File: src/hw/rtl/sacmc_pkg.sv
`default_nettype none

package sacmc_pkg;

  localparam int MAX_ENTRIES = 512;
  localparam int MAX_WAYS    = 8;

  localparam int ADDR_W  = 31;
  localparam int CNT_W   = $clog2(MAX_ENTRIES + 1);
  localparam int WAYC_W  = $clog2(MAX_WAYS + 1);
  localparam int IDX_W   = (MAX_ENTRIES > 1) ? $clog2(MAX_ENTRIES) : 1;
  localparam int PTR_W   = (MAX_WAYS > 1) ? $clog2(MAX_WAYS) : 1;
  localparam int LINE_W  = ADDR_W + 1;

  // Remainder unit: a 32-bit dividend retired four quotient bits per cycle.
  localparam int DIV_W     = 32;
  localparam int DIV_STEPS = 4;
  localparam int DIV_CYC   = DIV_W / DIV_STEPS;
  localparam int DCNT_W    = $clog2(DIV_CYC);

  localparam int APB_AW = 3;
  localparam int APB_DW = 32;

  localparam logic REG_ENTRY_COUNT = 1'b0;
  localparam logic REG_WAY_COUNT   = 1'b1;

  typedef enum logic [1:0] {
    OC_HIT        = 2'd0,
    OC_COMPULSORY = 2'd1,
    OC_CAPACITY   = 2'd2,
    OC_CONFLICT   = 2'd3
  } outcome_t;

  typedef enum logic [3:0] {
    ST_GEO_START,
    ST_GEO_WAIT,
    ST_SWEEP,
    ST_IDLE,
    ST_DIV,
    ST_PROBE_RD,
    ST_PROBE_CMP,
    ST_FILL,
    ST_EMIT
  } state_t;

  typedef struct packed {
    logic div_start;
    logic div_geo;
    logic load_geo;
    logic sweep;
    logic load_set;
    logic probe_rd;
    logic probe_cmp;
    logic fill;
    logic emit;
  } ctrl_cmd_t;

  typedef struct packed {
    logic div_done;
    logic sweep_last;
    logic hit;
    logic last_way;
    logic out_free;
  } dp_sts_t;

endpackage

`default_nettype wire

File: src/hw/rtl/sacmc_ctrl.sv
`default_nettype none

module sacmc_ctrl (
  input  logic                 clk,
  input  logic                 rst_n,
  input  logic                 cfg_wr,
  input  logic                 in_valid,
  output logic                 in_stall,
  input  sacmc_pkg::dp_sts_t   sts,
  output sacmc_pkg::ctrl_cmd_t cmd
);

  import sacmc_pkg::*;

  state_t state_r, state_nxt;

  always_ff @(posedge clk) begin
    if (!rst_n) begin
      state_r <= ST_GEO_START;
    end else begin
      state_r <= state_nxt;
    end
  end

  always_comb begin
    state_nxt = state_r;
    if (cfg_wr) begin
      // A register write rebuilds the geometry and clears the store.
      state_nxt = ST_GEO_START;
    end else begin
      unique case (state_r)
        ST_GEO_START: state_nxt = ST_GEO_WAIT;
        ST_GEO_WAIT: begin
          if (sts.div_done) state_nxt = ST_SWEEP;
        end
        ST_SWEEP: begin
          if (sts.sweep_last) state_nxt = ST_IDLE;
        end
        ST_IDLE: begin
          if (in_valid) state_nxt = ST_DIV;
        end
        ST_DIV: begin
          if (sts.div_done) state_nxt = ST_PROBE_RD;
        end
        ST_PROBE_RD: state_nxt = ST_PROBE_CMP;
        ST_PROBE_CMP: begin
          priority if (sts.hit) begin
            state_nxt = ST_EMIT;
          end else if (sts.last_way) begin
            state_nxt = ST_FILL;
          end else begin
            state_nxt = ST_PROBE_RD;
          end
        end
        ST_FILL: state_nxt = ST_EMIT;
        ST_EMIT: begin
          if (sts.out_free) state_nxt = ST_IDLE;
        end
        default: state_nxt = ST_GEO_START;
      endcase
    end
  end

  always_comb begin
    cmd      = '0;
    in_stall = 1'b1;
    unique case (state_r)
      ST_GEO_START: begin
        cmd.div_start = 1'b1;
        cmd.div_geo   = 1'b1;
      end
      ST_GEO_WAIT: cmd.load_geo = sts.div_done;
      ST_SWEEP:    cmd.sweep = 1'b1;
      ST_IDLE: begin
        in_stall      = 1'b0;
        cmd.div_start = in_valid;
      end
      ST_DIV:       cmd.load_set = sts.div_done;
      ST_PROBE_RD:  cmd.probe_rd = 1'b1;
      ST_PROBE_CMP: cmd.probe_cmp = 1'b1;
      ST_FILL:      cmd.fill = 1'b1;
      ST_EMIT:      cmd.emit = sts.out_free;
      default: begin
        cmd = '0;
      end
    endcase
  end

endmodule

`default_nettype wire

File: config.mk
export PLATFORM = sky130hd
export DESIGN_NAME = sacmc_ctrl
export DESIGN_NICKNAME = d
export VERILOG_FILES = /design/src/hw/rtl/sacmc_pkg.sv /design/src/hw/rtl/sacmc_ctrl.sv
export SDC_FILE = /design/constraint.sdc
export NUM_CORES = 1
export LEC_CHECK = 0
export BUFFER_PORTS_ARGS = -buffer_cell sky130_fd_sc_hd__buf_4
export CAP_MARGIN = 15
export CORE_AREA = 2 2 39 41
export DETAILED_ROUTE_END_ITERATION = 8
export DIE_AREA = 0 0 41 43
export SKIP_CTS_REPAIR_TIMING = 1
export SLEW_MARGIN = 20
export SYNTH_ARGS = -nofsm -noshare
export SYNTH_HDL_FRONTEND = slang
export SYNTH_SLANG_ARGS = --single-unit
export TNS_END_PERCENT = 20
File: constraint.sdc
create_clock -name clk -period 1.6 [get_ports clk]
set_input_delay 0.08 -clock clk [delete_from_list [all_inputs] [get_ports clk]]
set_output_delay 0.08 -clock clk [all_outputs]
set_load 0.02 [all_outputs]
==> results of run 1 <==
-- cell usage in the layout (no fill, tap or decap), types with 2 or more instances in the layout --
cell type / Yosys / final
a211oi_1: 3 / 3
a21oi_1: 3 / 3
and3_1: 2 / 2
buf_4: 0 / 23
clkbuf_4: 0 / 3
dfxtp_1: 4 / 3
nand2_1: 3 / 3
nand2b_1: 5 / 5
nor2_1: 6 / 6
nor2b_1: 3 / 3
nor3_1: 3 / 3
o21ai_0: 4 / 4
-- metal layers --
metal  global-route usage (%)  share of wire, %
met2                    26.88                50
met5                        0                 0
met3                    6.283               4.4
met1                    20.97                44
met4                    6.000               1.4
-- report_power, final --
group	switching, W	leakage (nW)	internal [W]	total (W)
sequential	0.00000518	0.0328	0.000104	0.000109
combinational	0.0000484	0.219	0.0000490	0.0000974
clock	0.0000454	0.0138	0.0000842	0.000130
-- critical path: stages, from the launching register on --
cell and delay [ns]:
dfxtp_1 0.33, or4b_4 0.56, nor2_1 0.13, buf_4 0.16
-- kinds of logic after synthesis --
group           Yosys count  synth area share [%]
flops                     4                 19.75
compound gates           18                 32.41
simple gates             26                 35.18
mux                       1                 2.778
buf+inv                   6                 7.716
xor+xnor                  1                 2.161
-- final timing paths --
path	start	endpoint	slack, ns	depth (start not counted)
worst min-delay path	sts[4]	state_r[2]$_SDFFE_PP0P_	0.16	4
worst max-delay path	state_r[1]$_SDFFE_PP0P_	cmd[0]	0.10	3
worst min register to register	state_r[3]$_SDFFE_PP0P_	state_r[2]$_SDFFE_PP0P_	0.61	2
worst max register to register	state_r[1]$_SDFFE_PP0P_	state_r[0]$_SDFFE_PP0P_	0.12	4
-- metrics by stage --
step	area, sq um	total power (W)	hold WS (ns)	setup slack (ns)	utilization (%)
6_report	615.6	0.0003360	0.1619	0.1019	44.48
3_5_place_dp	588.1	0.0002062	0.4048	0.1083	42.50
2_1_floorplan	411.6	0.0001630	0.2662	0.1422	-
4_1_cts	610.6	0.0003401	0.1611	-0.04237	44.12
5_1_grt	615.6	0.0003637	0.1594	0.008452	44.48
3_3_place_gp	588.1	0.0002061	0.4061	0.1362	42.50
-- area by class of cell --
class                           count  area share [%]
Clock buffer                        3           3.659
Inverter                            2           1.220
Multi-Input combinational cell     46           48.78
Sequential cell                     4           13.21
Tap cell                           16           3.252
Timing Repair Buffer               24           29.88
==> results.sh, run 1 <==
export IMPL_status="complete, no violations"
export IMPL_ir_worst_vdd_mv=0.3740
export IMPL_fp_dieH_microns=43
export IMPL_synth_seq_cells=4
export IMPL_grt_pass1_vias=473
export IMPL_wl_per_cell_microns=12.56
export IMPL_fmax_mhz=667.5
export IMPL_p_leak_nw=0.2653
export IMPL_die_area_sq_um=1763
export IMPL_seq_area_sq_um=81.33
export IMPL_grt_max_degree=15
export IMPL_top_regs="state_r: 4 flops"
export IMPL_worstSetupPathType="flop to primary output"
export IMPL_grt_pass1_wl_microns=2083
export IMPL_synthTopCellsByCount="nor2_1 (6), nand2b_1 (5), dfxtp_1 (4), o21ai_0 (4)"
export IMPL_rsz0062_at_grt="no"
export IMPL_dp_cells=92
export IMPL_num_vias=500
export IMPL_cp_max_fo=5
export IMPL_clock_latency_ns=0.24
export IMPL_synth_area_sq_um=405.4
export IMPL_grt_antenna_before_repair=0
export IMPL_numCtsBuffers=3
export IMPL_clockBufferDepth=2
export IMPL_dp_hpwl_microns=904.7
export IMPL_multiInputGateArea_sq_um=300.3
export IMPL_synth_largest_area_cell="dfxtp_1"
export IMPL_final_antenna_net_count=0
export IMPL_cts_htree_levels=1
export IMPL_powerDensity_nw_per_um2=545.8
export IMPL_drive_above_1_share_pct=44.30
export IMPL_fp_dieW_microns=41
export IMPL_drv_cap=0
export IMPL_fin_nets=90
export IMPL_arrival_ns=1.42
export IMPL_synth_top_cell_area_share_pct=19.75
export IMPL_post_route_period_util_pct=93.63
export IMPL_synth_cells=56
export IMPL_synth_avg_cell_area_sq_um=7.239
export IMPL_synth_ff_type="dfxtp_1"
export IMPL_syn_to_final_growth_pct=51.85
export IMPL_end_kind="primary output"
export IMPL_final_max_slew_violation_count=0
export IMPL_yosysMostFrequentCell="nor2_1"
export IMPL_relSlewSlack_pct=81.48
export IMPL_ios=19
export IMPL_gp_congestion=0.7792
export IMPL_start_util_pct=29.29
export IMPL_cts_root_buf="clkbuf_4"
export IMPL_required_ns=1.52
export IMPL_period_minus_slack_ns=1.498
export IMPL_grt_usage_pct=17.29
export IMPL_timing_critical_path_from_type="flop"
export IMPL_via_per_inst=5.263
export IMPL_route_detailed_drc=0
export IMPL_cts_tree="built"
export IMPL_largest_register_ffs=4
export IMPL_routed_wl_microns=1193
export IMPL_synth_nets=65
export IMPL_fin_cells=95
export IMPL_ys_seq_area_share_pct=19.75
export IMPL_num_rows=14
export IMPL_skew_ns=0.001074
export IMPL_grt_overflow_total=0
export IMPL_antennaDiodeCount=0
export IMPL_nFillCells=150
export IMPL_regMostFlops="state_r"
export IMPL_first_pass_iters=4
export IMPL_hold_violations=0
export IMPL_synthTopCellsByArea="dfxtp_1 (20%), nand2b_1 (7.7%), a211oi_1 (5.6%)"
export IMPL_port_buffers=18
export IMPL_drt_iter0_drc=4
export IMPL_worstMarginPinSlew_ns=0.2761
export IMPL_yosysUniqueCellTypes=28
export IMPL_setup_tns_final_ns=0
export IMPL_yosys_warnings=0
export IMPL_clock_sinks=4
export IMPL_core_area_sq_um=1384
export IMPL_hold_path_class="input pin to flop"
export IMPL_path_clk_slew_ns=0.04
export IMPL_setup_violations=0
export IMPL_synth_edff_count=0
export IMPL_synthArstFlopShare_pct=0
No activity file was read; power rests on OpenSTA's default activity.
==> inputs of run 2 (changes only) <==
==> constraint.sdc (replaced) <==
create_clock -name clk -period 1.6 [get_ports clk]
set_input_delay 0.08 -clock clk [delete_from_list [all_inputs] [get_ports clk]]
set_output_delay 0.08 -clock clk [all_outputs]
set_load 0.05 [all_outputs]
==> results.sh, run 2 (synthesis results as in run 1) <==
export IMPL_wl_per_cell_microns=11.59
export IMPL_post_route_period_util_pct=95.06
export IMPL_top_regs="state_r: 4 flops"
export IMPL_core_area_sq_um=1384
export IMPL_skew_ns=0.005494
export IMPL_required_ns=1.52
export IMPL_grt_pass1_vias=411
export IMPL_fp_dieW_microns=41
export IMPL_grt_max_degree=15
export IMPL_relSlewSlack_pct=83.44
export IMPL_first_pass_iters=4
export IMPL_path_clk_slew_ns=0.03
export IMPL_arrival_ns=1.44
export IMPL_period_minus_slack_ns=1.521
export IMPL_timing_hold_ws_ns=0.1790
export IMPL_status="complete, no violations"
export IMPL_via_per_inst=5.189
export IMPL_grt_overflow_total=0
export IMPL_dp_hpwl_microns=897.8
export IMPL_num_vias=493
export IMPL_hold_violations=0
export IMPL_grt_antenna_before_repair=0
export IMPL_layout_commonest_cell="buf_4"
export IMPL_route_detailed_drc=0
export IMPL_setup_tns_final_ns=0
export IMPL_drt_iter0_drc=5
export IMPL_clock_latency_ns=0.23
export IMPL_syn_to_final_growth_pct=58.64
export IMPL_final_max_slew_violation_count=0
export IMPL_start_util_pct=29.29
export IMPL_worstSetupPathType="flop to primary output"
export IMPL_clock_sinks=4
export IMPL_port_buffers=18
export IMPL_netSwitchingPower_w=0.0001139
export IMPL_drv_cap=0
export IMPL_end_kind="primary output"
export IMPL_p_int_w=0.0002444
export IMPL_p_leak_nw=0.2688
export IMPL_grt_pass1_wl_microns=1614
export IMPL_num_rows=14
export IMPL_numCtsBuffers=3
export IMPL_cts_tree="built"
export IMPL_setup_violations=0
export IMPL_ir_worst_vdd_mv=0.3804
export IMPL_cp_max_fo=6
export IMPL_cts_root_buf="clkbuf_4"
export IMPL_clockBufferDepth=2
export IMPL_powerDensity_nw_per_um2=557.1
export IMPL_p_clk_share_pct=34.0
export IMPL_die_area_sq_um=1763
export IMPL_final_cell_mix="buf_4 (22), nand2b_1 (5), nor2_1 (5), o21ai_0 (4)"
export IMPL_grt_usage_pct=13.15
export IMPL_fin_nets=90
export IMPL_final_antenna_net_count=0
export IMPL_fin_cells=95
export IMPL_routed_wl_microns=1101
export IMPL_dp_cells=92
export IMPL_gp_congestion=0.8045
export IMPL_ios=19
export IMPL_fmax_mhz=657.5
export IMPL_antennaDiodeCount=0
export IMPL_dpl_worst_slack_ns=0.1114
export IMPL_rsz0062_at_grt="no"
export IMPL_p_sw_share_pct=31.79
export IMPL_hold_path_class="input pin to flop"
export IMPL_power_frac_comb_pct=36.0
export IMPL_seqPwrFrac_pct=30.0
export IMPL_fp_dieH_microns=43
export IMPL_timing_critical_path_from_type="flop"
export IMPL_layout_setup_ws_ns=0.07908
export IMPL_worstMarginPinSlew_ns=0.2470
export IMPL_cts_htree_levels=1
export IMPL_largest_register_ffs=4
export IMPL_final_util_pct=46.47
export IMPL_regMostFlops="state_r"
export IMPL_drive_above_1_share_pct=46.84
[run 2: cell count changes in the layout (fill, tap and decap cells not counted), sizes merged]
| cell | previous run | this run |
|---|---|---|
| inv | 2 | 1 |
| clkinvlp | 0 | 1 |
[run 2: layout make-up]
cell class	count	area, sq um
repair buffers	24	187.7
fillers	153	740.7
clock buffers	3	22.52
well taps	16	20.02
flip-flops and latches	4	81.33
inverters	2	11.26
multi-input cells	46	320.3
[run 2: layer usage]
layer	track usage [%]	vias to the layer above	routed length (microns)
met5	0	-	0
met4	2.000	0	0
met1	16.40	226	496
met2	21.25	15	553
met3	4.712	0	51
li1	-	252	-
[run 2: path summary, 6_finish.rpt]
path / end / slack (ns) / startpoint / depth (start not counted)
setup / recovery: cmd[0] / 0.08 / state_r[3]$_SDFFE_PP0P_ / 3
hold / removal: state_r[3]$_SDFFE_PP0P_ / 0.18 / sts[0] / 3
hold reg to reg: state_r[2]$_SDFFE_PP0P_ / 0.52 / state_r[3]$_SDFFE_PP0P_ / 1
setup reg to reg: state_r[0]$_SDFFE_PP0P_ / 0.09 / state_r[3]$_SDFFE_PP0P_ / 4
[run 2: power by group through the flow]
| stage | registers, W | clock network (W) | logic [W] |
|---|---|---|---|
| final | 0.000108 | 0.000122 | 0.000129 |
| after global routing | 0.000108 | 0.000130 | 0.000138 |
| after CTS | 0.000107 | 0.000124 | 0.000125 |
| after detailed placement | 0.000109 | 0 | 0.000124 |
| after global placement | 0.000108 | 0 | 0.000125 |
| after floorplan | 0.000108 | 0 | 0.0000791 |
[run 2: critical path, cell delays in order, from the launching register on]
cell	delay, ns
dfxtp_1	0.39
or4b_4	0.51
nor2_2	0.13
buf_6	0.17
[run 2: metrics by stage]
| stage | cell area [sq um] | total power, W |
|---|---|---|
| floorplan | 429.2 | 0.0001870 |
| global placement | 605.6 | 0.0002328 |
| detailed placement | 605.6 | 0.0002330 |
| CTS | 628.1 | 0.0003562 |
| global route | 643.1 | 0.0003756 |
| finish | 643.1 | 0.0003583 |
